## src/rtl/lge_pkg.sv

```systemverilog
// shared types and constants for the life generation engine
// grid geometry, command codes, register indexes, payload and memory port structs
// no dependencies
package lge_pkg;

  // grid geometry
  localparam int GRID_COLUMNS   = 64;
  localparam int GRID_ROW_COUNT = 32;
  localparam int COL_W          = $clog2(GRID_COLUMNS);
  localparam int ROW_W          = $clog2(GRID_ROW_COUNT);
  // one memory word holds one grid row, bank bit on top of the row index
  localparam int ADDR_W         = ROW_W + 1;
  localparam int CFG_DATA_W     = 7;
  localparam int CFG_INDEX_W    = 2;

  // command codes
  typedef enum logic [1:0] {
    CMD_WRITE   = 2'd0,
    CMD_READ    = 2'd1,
    CMD_ADVANCE = 2'd2
  } cmd_t;

  // configuration register indexes
  localparam logic [CFG_INDEX_W-1:0] CFG_COLUMNS = 2'd0;
  localparam logic [CFG_INDEX_W-1:0] CFG_ROWS    = 2'd1;

  // reset values of the size registers
  localparam logic [6:0] COLUMNS_RESET = 7'd50;
  localparam logic [5:0] ROWS_RESET    = 6'd30;

  typedef logic [GRID_COLUMNS-1:0] row_t;

  typedef struct packed {
    logic [1:0]       command;
    logic [COL_W-1:0] cell_column;
    logic [ROW_W-1:0] cell_row;
    logic             cell_value;
  } in_data_t;

  typedef struct packed {
    logic read_value;
    logic out_of_range;
  } out_data_t;

  // request into the row memory
  typedef struct packed {
    logic              rd_en;
    logic [ADDR_W-1:0] rd_addr;
    logic              wr_en;
    logic [ADDR_W-1:0] wr_addr;
    row_t              wr_data;
  } mem_req_t;

  typedef enum logic [1:0] {
    ST_IDLE,
    ST_CELL,
    ST_ADV,
    ST_RESULT
  } state_t;

endpackage

```

## src/rtl/lge_row_mem.sv

```systemverilog
// row memory for both grid banks, one row per word, one read and one write port
// per-row valid bits make unwritten rows read as dead after reset
// depends on lge_pkg
module lge_row_mem
  import lge_pkg::*;
(
  input  logic     clk,
  input  logic     rst_n,
  input  mem_req_t req,
  output row_t     rd_row
);

  localparam int DEPTH = 2 ** ADDR_W;

  row_t             mem [DEPTH];
  logic [DEPTH-1:0] valid_r;
  row_t             rd_data_r;
  logic             rd_valid_r;

  // storage write and registered read
  always_ff @(posedge clk) begin
    if (req.wr_en) begin
      mem[req.wr_addr] <= req.wr_data;
    end
    if (req.rd_en) begin
      rd_data_r <= mem[req.rd_addr];
    end
  end

  // valid bits, cleared at reset
  always_ff @(posedge clk) begin
    if (!rst_n) begin
      valid_r    <= '0;
      rd_valid_r <= 1'b0;
    end else begin
      if (req.wr_en) begin
        valid_r[req.wr_addr] <= 1'b1;
      end
      if (req.rd_en) begin
        rd_valid_r <= valid_r[req.rd_addr];
      end
    end
  end

  // a row never written reads as all dead
  assign rd_row = rd_valid_r ? rd_data_r : '0;

endmodule

```

## config.mk

```make
export PLATFORM = sky130hd
export DESIGN_NAME = lge_row_mem
export DESIGN_NICKNAME = d
export VERILOG_FILES = /design/src/rtl/lge_pkg.sv /design/src/rtl/lge_row_mem.sv
export SDC_FILE = /design/constraint.sdc
export NUM_CORES = 2
export LEC_CHECK = 0
export BUFFER_PORTS_ARGS = -buffer_cell sky130_fd_sc_hd__buf_2
export CORE_ASPECT_RATIO = 0.75
export CORE_UTILIZATION = 45
export DETAILED_ROUTE_END_ITERATION = 16
export PLACE_DENSITY = 0.65
export RECOVER_POWER = 100
export SYNTH_ARGS = -nofsm -noshare
export SYNTH_HDL_FRONTEND = slang
export SYNTH_SLANG_ARGS = --single-unit
export TNS_END_PERCENT = 30
```

## constraint.sdc

```tcl
create_clock -name clk -period 13.8 [get_ports clk]
set_input_delay 2.07 -clock clk [delete_from_list [all_inputs] [get_ports clk]]
set_output_delay 2.07 -clock clk [all_outputs]
set_load 0.02 [all_outputs]
```

Word level (Yosys, flattened, before mapping)

Memories as Yosys holds them, arrays and structs flattened. A register that Yosys moved wholly into a read port is not among the register bits.
Index checks and enable logic that the tools add are counted.
Widths: inputs -> output; s select.

Output and inout bits: 64
Flip-flop bits (word level): 65
RAM bits: 4096
Memories: 1
Word-level logic and storage cells: 15

Memory list:

| name | depth | width | read ports | clocked after Yosys merged registers in | wr ports | line              | RTL |
|---|---|---|---|---|---|---|---|
| mem  | 64    | 64    | 1          | 1                                       | 1        | lge_row_mem.sv:15 | `row_t mem [DEPTH];` |

Order comparisons: 3
Mux-type cells: 7
Bitwise operators: 1
Reductions and logical operators: 1

Operators with widths:

| kind               | count |
|---|---|
| $mux 64            | 1 |
| $or 64x64->64      | 1 |
| $lt 6x7->1 const B | 2 |
| $bmux 1 s6         | 1 |
| $demux 1 s6        | 1 |
| $ge 6x1->1 const B | 1 |
| $mux 1             | 4 |
| $logic_and 1x1->1  | 1 |

Depth between registers and ports, before layout

Word-level depth: 5
Mapped depth: 10
Mapped depth without buffers: 5

Worst setup path before layout

OpenSTA, ideal clock, no wires.

Path type: input-to-reg
Start: input req[70] (netlist bit)
End: memory mem[40][0] (netlist bit) (enable)
Arrival: 6950 ps
Stages: 3
Buffers on the path: 0
Data required time: 13233 ps
Library setup time: 567 ps
Setup slack: 6283 ps
Path through: nor2b_1 nand3_1 nor3_1

Longest elaborated chain between the ends: 2

Ends and longest elaborated chain:

| element                      | line              | RTL |
|---|---|---|
| start: declaration           | lge_row_mem.sv:9  | `input mem_req_t req,` |
| $mux 1                       | lge_row_mem.sv:22 | `if (req.wr_en) begin` |
| $mux 1 (implied by the code) | lge_row_mem.sv:23 | `mem[req.wr_addr] <= req.wr_data;` |
| end: declaration             | lge_row_mem.sv:15 |  |

Every way passes these cells.

Final worst setup path

Start: input req[66] (netlist bit)
End: memory mem[15][57] (netlist bit) (enable)

Straight into the memory's write port.

==> results.txt <==
Status: finished, violations left
Failing checks: max-capacitance violations, max-slew violations
Final hold violations: 0
Yosys cell types: 30
# rows: 188
Ratio of cells with drive above 1 in the final layout: 27.84%
Post-DP HPWL: 223.2 mm
CTS tree: built
CTS root buf: clkbuf_16
DP Worst Slack: 7.373 ns
Cts repair resizes: 0
Fill cells: 26800
Number of global-route vias before repair: 73930
Count of flip-flops with a built-in enable after synthesis: 4160
Fin. max-slew vios: 9362
Final nets: 6792
Crit Path Max Fanout: 30
First-pass GRT wire length: 604.1 mm
Setup TNS: 0 ns
Critical path class: input port to flop
Final worst slack: 3.968 ns
Footprint of the multi-input gates: 32100 µm²
CP arrival: 10.23 ns
Clock skew: 0.04671 ns
Clock buffer count from CTS: 387
Critical Path Start Type: input port
Hold-fix buffers, CTS: 0
Clk_lat worst skew: 0.94 ns
Worst VDD drop: 107.0 µV
Fin util: 50.75%
Yosys Warn Count: 0
Syn_area_per_cell: 25.25 µm²
Seq cells post-synth: 4225
Sink Count: 4225
Total Routed Length: 439.3 mm
Core area: 351200 µm²
Layout area overhead: 11.70%
Mapped Cells: 6320
RSZ-0062 raised after global routing: no
Dpl cells: 10980
1st-iter DRT viols: 11640
Clock slew at reported path FFs: 0.06 ns
F_max: 101.7 MHz
Lkg Pwr: 54.11 nW
PD cells: 146.1 nW/µm²
Mapped Area: 159600 µm²
Io pins: 144
Drt pass-1 iters: 6
DR vias: 75450
Pin count of the biggest net entering global routing: 122
Final ANT Viol Nets: 0
Non-Filler Cell Area, Final: 178200 µm²
Slew @ Worst Pin: 4.948 ns
Synth top area cells: edfxtp_1 78%, mux4_2 18%, dfxtp_1 0.82%
Die W: 689.6 µm
Dominant cell type by area after synthesis: edfxtp_1
H-tree depth: 5
Via density per instance: 6.449
Drt wl/cell: 37.55 µm
Crit path time final: 9.832 ns
Final GP Congestion: 0.7781
Final setup fails: 0
Synth Flop Type: edfxtp_1
Antenna violations before repair: 56
Die area: 357000 µm²
Fin crit share: 71.25%
DRC: 0
Async S/R FF share, synth: 0%
MaxCap Viol Count: 246
Hold WC Path Type: flop to flop
CP Capture Type: flop
Maximum buffer depth of the clock tree: 4
Port Buffers: 143
Seq. cell area: 126200 µm²
Normalized max-slew margin: -229.8%
Post-synthesis sequential area ratio: 79.10%
Starting density of the core: 45.44%
Post-CTS Setup Inserts: 0
Die height: 517.7 µm
Worst Path Required: 14.20 ns
Synth Net Count: 6400
Dpl cell area: 166900 µm²
Top cell type's share of synthesized area: 78.29%
Finished Layout Cells: 11700
Global-route usage over all layers: 24.46%
Overflow left after global routing: 0
[final timing paths]
path                                  from                        to  slack [ns]  cells past startpoint
hold reg to reg   valid_r[16]$_SDFFE_PN0P_  valid_r[16]$_SDFFE_PN0P_        0.46                      1
hold / removal    valid_r[16]$_SDFFE_PN0P_  valid_r[16]$_SDFFE_PN0P_        0.46                      1
setup / recovery                   req[66]     mem[15][57]$_DFFE_PP_        3.97                      5
setup reg to reg   rd_valid_r$_SDFFE_PN0P_   rd_valid_r$_SDFFE_PN0P_       11.40                      2
[worst max-delay path, stage by stage]
cell	delay, ns
clkbuf_1	0.45
nand4_1	0.49
nor2_1	2.40
clkbuf_1	1.80
clkbuf_1	2.93
[cells in the final DEF, fill, tap and decap left out, types with 3 or more instances in the layout]
| cell | netlist | layout |
|---|---|---|
| nor2_4 | 0 | 25 |
| dfxtp_1 | 65 | 65 |
| nand3_1 | 10 | 10 |
| bufinv_16 | 0 | 32 |
| buf_2 | 109 | 57 |
| buf_8 | 0 | 3 |
| and2_1 | 65 | 14 |
| clkbuf_16 | 0 | 398 |
| diode_2 | 0 | 22 |
| nor2_1 | 64 | 39 |
| buf_12 | 0 | 13 |
| clkinvlp_4 | 0 | 14 |
| nand4_1 | 3 | 3 |
| clkbuf_8 | 0 | 3 |
| nand2_1 | 72 | 72 |
| clkinv_16 | 0 | 4 |
| clkbuf_1 | 188 | 326 |
| inv_6 | 0 | 5 |
| mux2_2 | 4 | 4 |
| buf_4 | 4 | 29 |
| edfxtp_1 | 4160 | 4160 |
| nor2b_1 | 16 | 14 |
| mux4_2 | 1290 | 1290 |
| a22oi_1 | 131 | 131 |
| a2111oi_0 | 6 | 6 |
| inv_16 | 0 | 3 |
| nand2b_1 | 10 | 10 |
| and2_0 | 0 | 50 |
| clkinv_8 | 0 | 3 |
| o21a_1 | 64 | 64 |
| clkinv_2 | 0 | 67 |
| clkinv_1 | 0 | 85 |
| nor3_1 | 4 | 4 |
[power breakdown]
part           leakage, nW  switching, mW  internal (mW)  total, mW
registers             38.0         0.0768           14.2       14.3
clock network         6.00           4.67           5.91       10.6
logic                 10.1          0.672          0.480       1.15
total                 54.1           5.42           20.6       26.0
[cells in the mapped netlist, types with 6 or more instances]
master / count
nand3_1: 10
nor2b_1: 16
a2111oi_0: 6
edfxtp_1: 4160
nand2_1: 72
o21a_1: 64
nand2b_1: 10
buf_2: 109
clkbuf_1: 188
a22oi_1: 131
mux4_2: 1290
dfxtp_1: 65
and2_1: 65
nor2_1: 64
buf_1: 37
[sequential cells by signal (all words and copies together) (netlist names)]
name / count
mem: 4096
rd_data_r: 64
rd_valid_r: 1
valid_r: 64
[cell families after synthesis]
family,share of synthesized area [%]
buffers and inverters,0.9112
DFF,79.10
and+or+nand+nor,0.7489
AOI/OAI and AO/OA,0.9888
muxes,18.25
[layer usage]
metal	up-vias	global-route usage, %	wire, µm	share of wire [%]
li1	28410	-	-	-
met1	41530	37.04	175800	40
met2	4730	36.32	199400	45
met3	750	5.271	51000	12
met4	32	6.526	12860	2.9
met5	-	0	237	0.054
[final cells by class]
cell class	instances	share of cell area, %
diodes	22	0.03089
clock buffers	485	5.788
clock inverters	215	1.128
multi-input cells	1754	18.01
flip-flops and latches	4225	70.82
well taps	4655	3.268
repair buffers	344	0.9631
[metrics by stage]
| step | power, mW | hold slack [ns] |
|---|---|---|
| finish | 26.04 | 0.4593 |
| floorplan | 15.19 | 0.4330 |
| detailed placement | 15.71 | 0.4460 |
| global placement | 15.68 | 0.4388 |
| global route | 26.70 | 0.4739 |
| CTS | 26.13 | 0.4602 |
No activity file was read; power rests on OpenSTA's default activity.
