### src/rtl/lge_pkg.sv
// shared types and constants for the life generation engine
// grid geometry, command codes, register indexes, payload and memory port structs
// no dependencies
package lge_pkg;

  // grid geometry
  localparam int GRID_COLUMNS   = 64;
  localparam int GRID_ROW_COUNT = 32;
  localparam int COL_W          = $clog2(GRID_COLUMNS);
  localparam int ROW_W          = $clog2(GRID_ROW_COUNT);
  // one memory word holds one grid row, bank bit on top of the row index
  localparam int ADDR_W         = ROW_W + 1;
  localparam int CFG_DATA_W     = 7;
  localparam int CFG_INDEX_W    = 2;

  // command codes
  typedef enum logic [1:0] {
    CMD_WRITE   = 2'd0,
    CMD_READ    = 2'd1,
    CMD_ADVANCE = 2'd2
  } cmd_t;

  // configuration register indexes
  localparam logic [CFG_INDEX_W-1:0] CFG_COLUMNS = 2'd0;
  localparam logic [CFG_INDEX_W-1:0] CFG_ROWS    = 2'd1;

  // reset values of the size registers
  localparam logic [6:0] COLUMNS_RESET = 7'd50;
  localparam logic [5:0] ROWS_RESET    = 6'd30;

  typedef logic [GRID_COLUMNS-1:0] row_t;

  typedef struct packed {
    logic [1:0]       command;
    logic [COL_W-1:0] cell_column;
    logic [ROW_W-1:0] cell_row;
    logic             cell_value;
  } in_data_t;

  typedef struct packed {
    logic read_value;
    logic out_of_range;
  } out_data_t;

  // request into the row memory
  typedef struct packed {
    logic              rd_en;
    logic [ADDR_W-1:0] rd_addr;
    logic              wr_en;
    logic [ADDR_W-1:0] wr_addr;
    row_t              wr_data;
  } mem_req_t;

  typedef enum logic [1:0] {
    ST_IDLE,
    ST_CELL,
    ST_ADV,
    ST_RESULT
  } state_t;

endpackage

### src/rtl/lge_row_rule.sv
// b3/s23 rule applied to one whole row, one lane per column
// depends on lge_pkg
module lge_row_rule
  import lge_pkg::*;
(
  input  row_t above,
  input  row_t center,
  input  row_t below,
  output row_t next_row
);

  // dead border on both sides
  logic [GRID_COLUMNS+1:0] a_ext;
  logic [GRID_COLUMNS+1:0] c_ext;
  logic [GRID_COLUMNS+1:0] b_ext;

  assign a_ext = {1'b0, above, 1'b0};
  assign c_ext = {1'b0, center, 1'b0};
  assign b_ext = {1'b0, below, 1'b0};

  for (genvar c = 0; c < GRID_COLUMNS; c++) begin : g_lane
    logic [3:0] count;

    // eight neighbors of this lane
    assign count = {3'b0, a_ext[c]} + {3'b0, a_ext[c+1]} + {3'b0, a_ext[c+2]}
                 + {3'b0, c_ext[c]} + {3'b0, c_ext[c+2]}
                 + {3'b0, b_ext[c]} + {3'b0, b_ext[c+1]} + {3'b0, b_ext[c+2]};

    // born with three, survives with two or three
    assign next_row[c] = (count == 4'd3) || (center[c] && (count == 4'd2));
  end

endmodule
### config.mk
export PLATFORM = sky130hd
export DESIGN_NAME = lge_row_rule
export DESIGN_NICKNAME = d
export VERILOG_FILES = /design/src/rtl/lge_pkg.sv /design/src/rtl/lge_row_rule.sv
export SDC_FILE = /design/constraint.sdc
export NUM_CORES = 1
export LEC_CHECK = 0
export ABC_AREA = 1
export BUFFER_PORTS_ARGS = -buffer_cell sky130_fd_sc_hd__buf_2
export CORE_MARGIN = 10
export CORE_UTILIZATION = 45
export DETAILED_ROUTE_END_ITERATION = 10
export PLACE_DENSITY = 0.72
export SLEW_MARGIN = 20
export SYNTH_ARGS = -nofsm -noshare
export SYNTH_HDL_FRONTEND = slang
export SYNTH_SLANG_ARGS = --single-unit
### constraint.sdc
create_clock -name vclk -period 4
set_clock_uncertainty 0.15 [all_clocks]
set_input_delay 0.2 -clock vclk [all_inputs]
set_output_delay 0.2 -clock vclk [all_outputs]
set_load 0.01 [all_outputs]
* Yosys cells after proc, flatten, opt, wreduce, memory -nomap -nowiden
Cells that the tools add are included.
** Operators by class
- $add $sub $neg :: 441
- Eq/ne operators :: 128
- Reduce and logical (&&, ||, !) cells :: 128
** Operators with widths (count)
- 4-bit by 1-bit adder with 4-bit output :: 252
- 4-bit by 2-bit equality test with 1-bit output, second input constant :: 128
- 3-bit by 1-bit adder with 4-bit output :: 63
- 2-bit by 1-bit adder with 3-bit output :: 63
- 1-bit by 1-bit adder with 2-bit output :: 63
- 1-bit logical AND :: 64
- 1-bit logical OR :: 64
** Storage, ports and cells
- Input bits :: 192
- Bits in registers :: 0
- Output and inout port bits :: 64
- Word-level logic and storage cells :: 697

* Logic depth before layout (Yosys ltp)
Gate-level depths: netlist of run 1.
- Depth in word-level cells :: 10
- Gate-level depth with buffers :: 11
- Mapped depth without buffers :: 11

* Worst setup path after synthesis of run 1
No wires, ideal clock.
- Kind :: input port to output port
- From :: input above[16]
- To :: output next_row[17]
- Data required time :: 3.650 ns
- Path buffers :: 0
- Slack :: 0.972 ns
- Arrival time :: 2.678 ns
- Stages :: 9
- Cell sequence :: inv_1 > fa_1 > fa_1 > fa_1 > inv_1 > ha_1 > fa_1 > nand3_1 > a21oi_1
** On the way
- Word-level cells in the longest chain between the ends :: 10
- Elaborated cells between the ends (all ways) :: 11
- Those cells by class :: add/sub: 7; eq/ne: 2; reduce/logical: 2
** RTL lines
- from (decl) :: line lge_row_rule.sv:6 : input row_t above,
- 1-bit by 1-bit adder with 2-bit output * :: line lge_row_rule.sv:25 : assign count = {3'b0, a_ext[c]} + {3'b0, a_ext[c+1]} + {3'b0, a_ext[c+2]}
- 2-bit by 1-bit adder with 3-bit output * :: line lge_row_rule.sv:25
- 3-bit by 1-bit adder with 4-bit output * :: line lge_row_rule.sv:26 : + {3'b0, c_ext[c]} + {3'b0, c_ext[c+2]}
- 4-bit by 1-bit adder with 4-bit output * :: line lge_row_rule.sv:26
- 4-bit by 1-bit adder with 4-bit output * (3 in series) :: line lge_row_rule.sv:27 : + {3'b0, b_ext[c]} + {3'b0, b_ext[c+1]} + {3'b0, b_ext[c+2]};
- 4-bit by 2-bit equality test with 1-bit output :: line lge_row_rule.sv:30 : assign next_row[c] = (count == 4'd3) || (center[c] && (count == 4'd2));
- 1-bit logical AND :: line lge_row_rule.sv:30
- 1-bit logical OR * :: line lge_row_rule.sv:30
- to (decl) :: line lge_row_rule.sv:9 : output row_t next_row
Every way passes the cells marked *; elsewhere a longest branch is shown, timed or not.

* Final worst setup path of run 1
- From :: input center[33]
- To :: output next_row[34]
** On the way
- Word-level cells in the longest chain between the ends :: 8
- Elaborated cells between the ends (all ways) :: 9
- Those cells by class :: add/sub: 5; eq/ne: 2; reduce/logical: 2
** RTL lines
- from (decl) :: line lge_row_rule.sv:7 : input row_t center,
- 3-bit by 1-bit adder with 4-bit output * :: line lge_row_rule.sv:26
- 4-bit by 1-bit adder with 4-bit output * :: line lge_row_rule.sv:26
- 4-bit by 1-bit adder with 4-bit output * (3 in series) :: line lge_row_rule.sv:27
- 4-bit by 2-bit equality test with 1-bit output :: line lge_row_rule.sv:30
- 1-bit logical AND :: line lge_row_rule.sv:30
- 1-bit logical OR * :: line lge_row_rule.sv:30
Marks and branches as above.

==> flow_metrics.env, run 1 <==
export IMPL_worst_pin_slew_ns=0.2672
export IMPL_syn_area_um2=11400
export IMPL_drt_initial_drc_count=226
export IMPL_fp_coreArea_um2=25040
export IMPL_wl_per_cell_um=11.61
export IMPL_min_period_ns=3.444
export IMPL_yosysMostFrequentCell="inv_1"
export IMPL_grt_overflow=0
export IMPL_criticalPathCategory="input pin to primary output"
export IMPL_end_kind="primary output"
export IMPL_grt_most_used_layer="met2"
export IMPL_crit_fanout=3
export IMPL_cts_setup_buffers=0
export IMPL_portBuffers=256
export IMPL_dr_pass1_iters=4
export IMPL_yosysUniqueCellTypes=10
export IMPL_routed_via_density=4.377
export IMPL_max_cap_viol_count=0
export IMPL_place_congestion=0.8431
export IMPL_synth_seq_area_share_pct=0
export IMPL_die_h_um=179.2
export IMPL_regArea_um2=0
export IMPL_use_met1_pct=19.71
export IMPL_ios=256
export IMPL_critPathMaxStageDelay_ns=0.49
export IMPL_setup_viol=0
export IMPL_worst_path_max_delay_cell="fa_1"
export IMPL_tns_ns=0
export IMPL_total_power_uw=3468
export IMPL_worstPathArrival_ns=3.09
export IMPL_outcome="complete, no violations"
export IMPL_syn_inst=1443
export IMPL_multiInputGateArea_um2=9054
export IMPL_synth_area_leaders="fa_1 (44%), ha_1 (21%), inv_1 (21%), nand2_1 (6.1%), nand3_1 (5.4%)"
export IMPL_yosysWarningCount=0
export IMPL_nets=2333
export IMPL_grt_usage_pct=15.12
export IMPL_wirelength_um=23600
export IMPL_ys_top_cells_by_count="inv_1 (625), fa_1 (252), ha_1 (188)"
export IMPL_hold_class="input pin to primary output"
export IMPL_p_per_area_nw_per_um2=264.7
export IMPL_place_ws_ns=0.5381
export IMPL_leakagePower_uw=0.008166
export IMPL_grt_pass1_vias=9667
export IMPL_min_path_cells=4
export IMPL_grt_setup_unrepaired="no"
export IMPL_area_delta_synth_final_pct=14.93
export IMPL_layout_drive_gt1_share_pct=15.07
export IMPL_ant_nets=0
export IMPL_final_period_utilization_pct=86.11
export IMPL_ctsResizeCount=0
export IMPL_synth_top_cell_area_share_pct=44.25
export IMPL_cpMostUsedCell="fa_1"
export IMPL_critPathTopFamily="adder cells"
export IMPL_start_kind="input pin"
export IMPL_design_seq_count=0
export IMPL_clock_buffers=0
export IMPL_dieArea_um2=32100
export IMPL_gr_usage_met3_pct=2.275
export IMPL_setup_slack_ns=0.5556
export IMPL_final_hold_viol_count=0
export IMPL_vias=8895
export IMPL_path_cells="buf_2 > inv_1 > fa_1 > fa_1 > fa_1 > inv_1 > ha_1 > fa_1 > nand3_1 > a21oi_1 > buf_2"
export IMPL_worst_path_stages=11
export IMPL_use_met2_pct=27.06
export IMPL_slew_headroom_pct=82.19
export IMPL_syn_mean_instance_area_um2=7.900
export IMPL_fp_dieW_um=179.2
export IMPL_drv_slew=0
export IMPL_cp_required_ns=3.65
export IMPL_peakVddDrop_mv=0.1489
export IMPL_antenna_found_initial=6
export IMPL_syn_nets=2075
export IMPL_start_util_pct=45.53
export IMPL_hold_buffers=0
export IMPL_grt_first_pass_wirelength_um=41710
export IMPL_grt_start_max_net_pins=4
export IMPL_max_freq_mhz=290.3
export IMPL_row_count=58
export IMPL_yosys_area_top_type="fa_1"
export IMPL_hpwl_um=23110
export IMPL_path_buf_inv=4
export IMPL_drc=0
export IMPL_fill_cells=2379
[power by group]
group	leakage, µW	internal, µW	total [µW]	switching [µW]
sequential	0	0	0	0
combinational	0.00817	1520	3470	1950
clock	0.0000000190	0.000100	0.000100	0
[per-layer routing]
layer  part of all wire [%]  vias up
li1                       -     4607
met4                   0.78        6
met3                    6.5       16
met2                     48      178
met5                   0.19        -
met1                     44     4088
[final cells by class]
type               instances  share of cell area (%)
repair buffers           256                   9.779
well taps                330                   3.152
multi-input cells        818                   69.11
inverters                625                   17.91
diodes                     3                 0.05730
[path summary, 6_finish.rpt]
path       start      endpoint  slack (ns)
max   center[33]  next_row[34]        0.56
min   center[63]  next_row[63]        0.62
[placed cells by master (no fill, tap or decap)]
| cell type | Yosys | routed |
|---|---|---|
| a21boi_0 | 1 | 1 |
| a21oi_1 | 61 | 61 |
| buf_2 | 0 | 256 |
| diode_2 | 0 | 3 |
| fa_1 | 252 | 252 |
| ha_1 | 188 | 188 |
| inv_1 | 625 | 625 |
| nand2_1 | 185 | 185 |
| nand3_1 | 122 | 122 |
| nor2_1 | 6 | 6 |
| o21ai_0 | 2 | 2 |
| or2_0 | 1 | 1 |
[through the flow]
step	instance area [µm²]	utilization [%]	instances	hold slack, ns
after floorplan	11400	-	1443	0.4347
after global placement	13090	52.30	2029	0.6161
after detailed placement	13090	52.30	2029	0.6172
after CTS	13090	52.30	2029	0.6199
after global routing	13100	52.32	2031	0.6940
final	13100	52.33	2032	0.6188
[cell families after synthesis]
family,count (synthesis),share of synthesized area [%]
simple gates,314,11.70
fa+ha+maj,440,64.89
compound gates,64,2.832
buf+inv,625,20.58
No activity file was read; power rests on OpenSTA's default activity.
==> run 2, diff against run 1 <==
==> constraint.sdc (replaced) <==
create_clock -name vclk -period 3.9
set_clock_uncertainty 0.15 [all_clocks]
set_input_delay 0.195 -clock vclk [all_inputs]
set_output_delay 0.195 -clock vclk [all_outputs]
set_load 0.01 [all_outputs]
==> run 2 against run 1 <==
Routed wire length is 0.86% higher; critical path type unchanged; combinational power is 3% higher; critical path depth stayed put.
==> flow_metrics.env, run 2 (synthesis results as in run 1) <==
export IMPL_grt_usage_pct=15.20
export IMPL_final_period_utilization_pct=87.70
export IMPL_routed_via_density=4.381
export IMPL_grt_setup_unrepaired="no"
export IMPL_setup_viol=0
export IMPL_regArea_um2=0
export IMPL_drc=0
export IMPL_dr_pass1_iters=6
export IMPL_slew_headroom_pct=83.03
export IMPL_ctsResizeCount=0
export IMPL_cts_setup_buffers=0
export IMPL_hold_end="next_row[63]"
export IMPL_final_cell_mix="inv_1 (625), buf_2 (256), fa_1 (252)"
export IMPL_row_count=58
export IMPL_placed_cell_area_um2=13090
export IMPL_grt_start_max_net_pins=4
export IMPL_fill_cells=2405
export IMPL_final_hold_viol_count=0
export IMPL_total_power_uw=3565
export IMPL_antenna_found_initial=6
export IMPL_design_seq_count=0
export IMPL_leakagePower_uw=0.008166
export IMPL_grt_first_pass_wirelength_um=42010
export IMPL_worst_pin_slew_ns=0.2543
export IMPL_worstPathArrival_ns=3.08
export IMPL_outcome="complete, no violations"
export IMPL_drt_initial_drc_count=277
export IMPL_place_ws_ns=0.4350
export IMPL_grt_pass1_vias=9864
export IMPL_criticalPathCategory="input pin to primary output"
export IMPL_ios=256
export IMPL_p_per_area_nw_per_um2=272.1
export IMPL_fp_coreArea_um2=25040
export IMPL_clock_buffers=0
export IMPL_multiInputGateArea_um2=9054
export IMPL_vias=8902
export IMPL_wl_per_cell_um=11.71
export IMPL_min_period_ns=3.420
export IMPL_hold_buffers=0
export IMPL_dpl_cell_count=2029
export IMPL_drv_slew=0
export IMPL_hold_class="input pin to primary output"
export IMPL_start_kind="input pin"
export IMPL_grt_overflow=0
export IMPL_peakVddDrop_mv=0.1543
export IMPL_min_from="center[63]"
export IMPL_die_h_um=179.2
export IMPL_cp_required_ns=3.56
export IMPL_fin_cells=2032
export IMPL_hpwl_um=23230
export IMPL_portBuffers=256
export IMPL_max_freq_mhz=292.4
export IMPL_ant_nets=0
export IMPL_start_util_pct=45.53
export IMPL_crit_fanout=3
export IMPL_fp_dieW_um=179.2
export IMPL_post_route_cell_area_um2=13100
export IMPL_max_cap_viol_count=0
export IMPL_min_path_cells=4
export IMPL_dieArea_um2=32100
export IMPL_nets=2333
export IMPL_end_kind="primary output"
export IMPL_wirelength_um=23800
export IMPL_setup_slack_ns=0.4796
export IMPL_layout_drive_gt1_share_pct=15.07
export IMPL_place_congestion=0.8391
export IMPL_tns_ns=0
export IMPL_final_common_cell="inv_1"
export IMPL_area_delta_synth_final_pct=14.93
run 2: per-stage QoR:
stage | hold slack, ns | util (%)
after floorplan | 0.4247 | -
after global placement | 0.6059 | 52.30
after global routing | 0.6764 | 52.32
after CTS | 0.6096 | 52.30
final | 0.6122 | 52.33
after detailed placement | 0.6108 | 52.30
run 2: layout make-up:
| cell class | instances | share of cell area, % |
|---|---|---|
| multi-input combinational | 818 | 69.11 |
| tap | 330 | 3.152 |
| antenna | 3 | 0.05730 |
| inverter | 625 | 17.91 |
| timing repair buffer | 256 | 9.779 |
run 2: metal layers:
layer | track usage [%] | vias up | part of all wire [%]
met5 | 0 | - | 0.16
met4 | 0.7858 | 6 | 0.58
met3 | 1.643 | 14 | 5.6
met2 | 27.55 | 174 | 49
met1 | 19.99 | 4113 | 45
li1 | - | 4595 | -
run 2: worst max-delay path, cell delays in order:
cell and delay (ns):
buf_2 0.11, inv_1 0.14, fa_1 0.47, fa_1 0.46
fa_1 0.49, inv_1 0.04, ha_1 0.20, fa_1 0.50
nand3_1 0.09, a21oi_1 0.20, buf_2 0.18
run 2: how the worst max path moves through the flow:
stage | cells past startpoint | slack (ns) | from | endpoint
3_5_place_dp | 11 | 0.43 | center[32] | next_row[33]
3_3_place_gp | 11 | 0.46 | center[30] | next_row[31]
6_report | 11 | 0.48 | center[32] | next_row[33]
5_1_grt | 12 | 0.32 | center[31] | next_row[32]
4_1_cts | 11 | 0.43 | center[32] | next_row[33]
2_1_floorplan | 9 | 0.88 | above[16] | next_row[17]
run 2: power by group:
part           switching [µW]   leakage, µW  total, µW  internal [µW]
clock network               0  0.0000000190   0.000103       0.000103
registers                   0             0          0              0
logic                    2010       0.00817       3560           1560
==> run 3, diff against run 2 <==
--- a/config.mk
+++ b/config.mk
@@ -5,12 +5,11 @@
 export SDC_FILE = /design/constraint.sdc
 export NUM_CORES = 1
 export LEC_CHECK = 0
-export ABC_AREA = 1
 export BUFFER_PORTS_ARGS = -buffer_cell sky130_fd_sc_hd__buf_2
 export CORE_MARGIN = 10
 export CORE_UTILIZATION = 45
 export DETAILED_ROUTE_END_ITERATION = 10
-export PLACE_DENSITY = 0.72
+export PLACE_DENSITY = 0.73
 export SLEW_MARGIN = 20
 export SYNTH_ARGS = -nofsm -noshare
 export SYNTH_HDL_FRONTEND = slang
==> run 3 against run 2 <==
Hold slack improved by 0.010 ns; final cell count fell by 12%; highest routed layer unchanged; setup slack worse by 0.013 ns; combinational power down 9.6%.
==> flow_metrics.env, run 3 <==
export IMPL_drt_initial_drc_count=208
export IMPL_dpl_cell_count=1772
export IMPL_dr_pass1_iters=4
export IMPL_syn_inst=1197
export IMPL_synth_area_leaders="fa_1 (47%), ha_1 (22%), inv_1 (15%), a21oi_1 (5.7%), nand3_1 (2.9%)"
export IMPL_hold_end="next_row[0]"
export IMPL_worst_pin_slew_ns=0.2361
export IMPL_wirelength_um=23920
export IMPL_drc=0
export IMPL_start_util_pct=45.63
export IMPL_synth_xor_xnor_area_share_pct=0
export IMPL_synth_top_cell_area_share_pct=47.10
export IMPL_seqPwrFrac_pct=0
export IMPL_synth_top_family_by_area="adder cells"
export IMPL_hpwl_um=23410
export IMPL_switching_share_pct=55.71
export IMPL_fill_cells=2178
export IMPL_peakVddDrop_mv=0.1442
export IMPL_cp_required_ns=3.56
export IMPL_p_comb_share_pct=100.0
export IMPL_yosysWarningCount=0
export IMPL_layout_drive_gt1_share_pct=17.62
export IMPL_design_seq_count=0
export IMPL_setup_viol=0
export IMPL_outcome="complete, no violations"
export IMPL_leakagePower_uw=0.007226
export IMPL_drv_slew=0
export IMPL_ctsResizeCount=0
export IMPL_yosysUniqueCellTypes=14
export IMPL_min_period_ns=3.434
export IMPL_yosysMostFrequentCell="inv_1"
export IMPL_synth_compound_area_share_pct=8.610
export IMPL_area_delta_synth_final_pct=15.85
export IMPL_final_hold_viol_count=0
export IMPL_portBuffers=256
export IMPL_yosys_mux_area_fraction_pct=0
export IMPL_end_kind="primary output"
export IMPL_fp_coreArea_um2=23470
export IMPL_grt_setup_unrepaired="no"
export IMPL_final_cell_mix="inv_1 (442), buf_2 (256), fa_1 (252)"
export IMPL_vias=8210
export IMPL_min_path_cells=4
export IMPL_switching_power_uw=1791
export IMPL_synth_seq_area_share_pct=0
export IMPL_fin_cells=1779
export IMPL_yosys_area_share_simple_pct=6.834
export IMPL_hold_class="input pin to primary output"
export IMPL_slew_headroom_pct=84.24
export IMPL_setup_slack_ns=0.4661
export IMPL_clock_power_share_pct=0
export IMPL_start_kind="input pin"
export IMPL_final_period_utilization_pct=88.05
export IMPL_yosys_area_top_type="fa_1"
export IMPL_cts_setup_buffers=0
export IMPL_wl_per_cell_um=13.45
export IMPL_syn_nets=1829
export IMPL_crit_fanout=2
export IMPL_place_ws_ns=0.4541
export IMPL_grt_start_max_net_pins=4
export IMPL_die_h_um=174.3
export IMPL_grt_usage_pct=16.01
export IMPL_hold_buffers=0
export IMPL_tns_ns=0
export IMPL_dieArea_um2=30370
export IMPL_place_congestion=0.8537
export IMPL_clock_buffers=0
export IMPL_ios=256
export IMPL_row_count=56
export IMPL_internal_power_uw=1424
export IMPL_grt_overflow=0
export IMPL_final_common_cell="inv_1"
export IMPL_ant_nets=0
export IMPL_regArea_um2=0
export IMPL_max_freq_mhz=291.2
export IMPL_criticalPathCategory="input pin to primary output"
export IMPL_ys_top_cells_by_count="inv_1 (442), fa_1 (252), ha_1 (188)"
export IMPL_max_cap_viol_count=0
export IMPL_fp_dieW_um=174.3
export IMPL_syn_mean_instance_area_um2=8.948
export IMPL_p_per_area_nw_per_um2=259.1
export IMPL_routed_via_density=4.615
export IMPL_min_from="center[0]"
export IMPL_syn_area_um2=10710
export IMPL_nets=2087
export IMPL_grt_pass1_vias=9492
export IMPL_antenna_found_initial=11
export IMPL_synthAdderAreaFrac_pct=69.07
export IMPL_grt_first_pass_wirelength_um=42140
export IMPL_worstPathArrival_ns=3.09
## run 3: cell count changes in the layout (fill, tap and decap cells not counted), sizes merged, moves of 4 or more
cell | previous run | this run
nand2 | 185 | 1
inv | 625 | 442
a21oi | 61 | 122
nand3 | 122 | 61
or2 | 1 | 61
o21ai | 2 | 61
diode | 3 | 7
## run 3: how the worst max path moves through the flow
| stage | slack, ns | startpoint | to | depth (start not counted) |
|---|---|---|---|---|
| global placement | 0.49 | above[29] | next_row[30] | 11 |
| global route | 0.35 | above[49] | next_row[50] | 11 |
| floorplan | 0.81 | above[30] | next_row[31] | 9 |
| detailed placement | 0.45 | above[29] | next_row[30] | 11 |
| CTS | 0.45 | above[29] | next_row[30] | 11 |
| finish | 0.47 | above[24] | next_row[25] | 11 |
## run 3: worst max-delay path, cell delays in order
cell and delay [ns]:
buf_2 0.10, inv_1 0.08, fa_1 0.55, fa_1 0.43, fa_1 0.50, inv_1 0.05, ha_1 0.21, fa_1 0.38
or2_1 0.23, a21oi_1 0.19, buf_2 0.17
## run 3: area by class of cell
class                      count  area (µm²)  area share (%)
antenna                        7       17.52          0.1412
tap                          319       399.1           3.217
multi-input combinational    755        9051           72.95
inverter                     442        1659           13.37
timing repair buffer         256        1281           10.33
## run 3: logic make-up (layout without fill, tap and decap cells)
family	after synthesis	after routing
buffers and inverters	442	698
adder cells (fa/ha/maj)	440	440
AO/OA/AOI/OAI	184	184
AND/OR/NAND/NOR	131	131
other	0	7
## run 3: metrics by stage
| step | hold WS (ns) | utilization, % | total power, µW | instance area, µm² |
|---|---|---|---|---|
| after floorplan | 0.3814 | - | 2256 | 10710 |
| after global routing | 0.6392 | 52.82 | 3833 | 12400 |
| after global placement | 0.6127 | 52.79 | 3085 | 12390 |
| after detailed placement | 0.6243 | 52.79 | 3251 | 12390 |
| after CTS | 0.6243 | 52.79 | 3281 | 12390 |
| final | 0.6223 | 52.86 | 3215 | 12410 |
## run 3: power by group through the flow
stage          Combinational [µW]  Clock, µW  Sequential, µW
2_1_floorplan                2260          0               0
3_3_place_gp                 3080          0               0
3_5_place_dp                 3250          0               0
4_1_cts                      3280          0               0
5_1_grt                      3830   0.000103               0
6_report                     3220   0.000240               0
## run 3: per-layer routing
metal  global-route usage, %  part of all wire [%]
met4                   1.283                  0.63
met1                   19.50                    42
met2                   29.29                    50
met3                   3.489                   7.1
met5                       0                  0.28
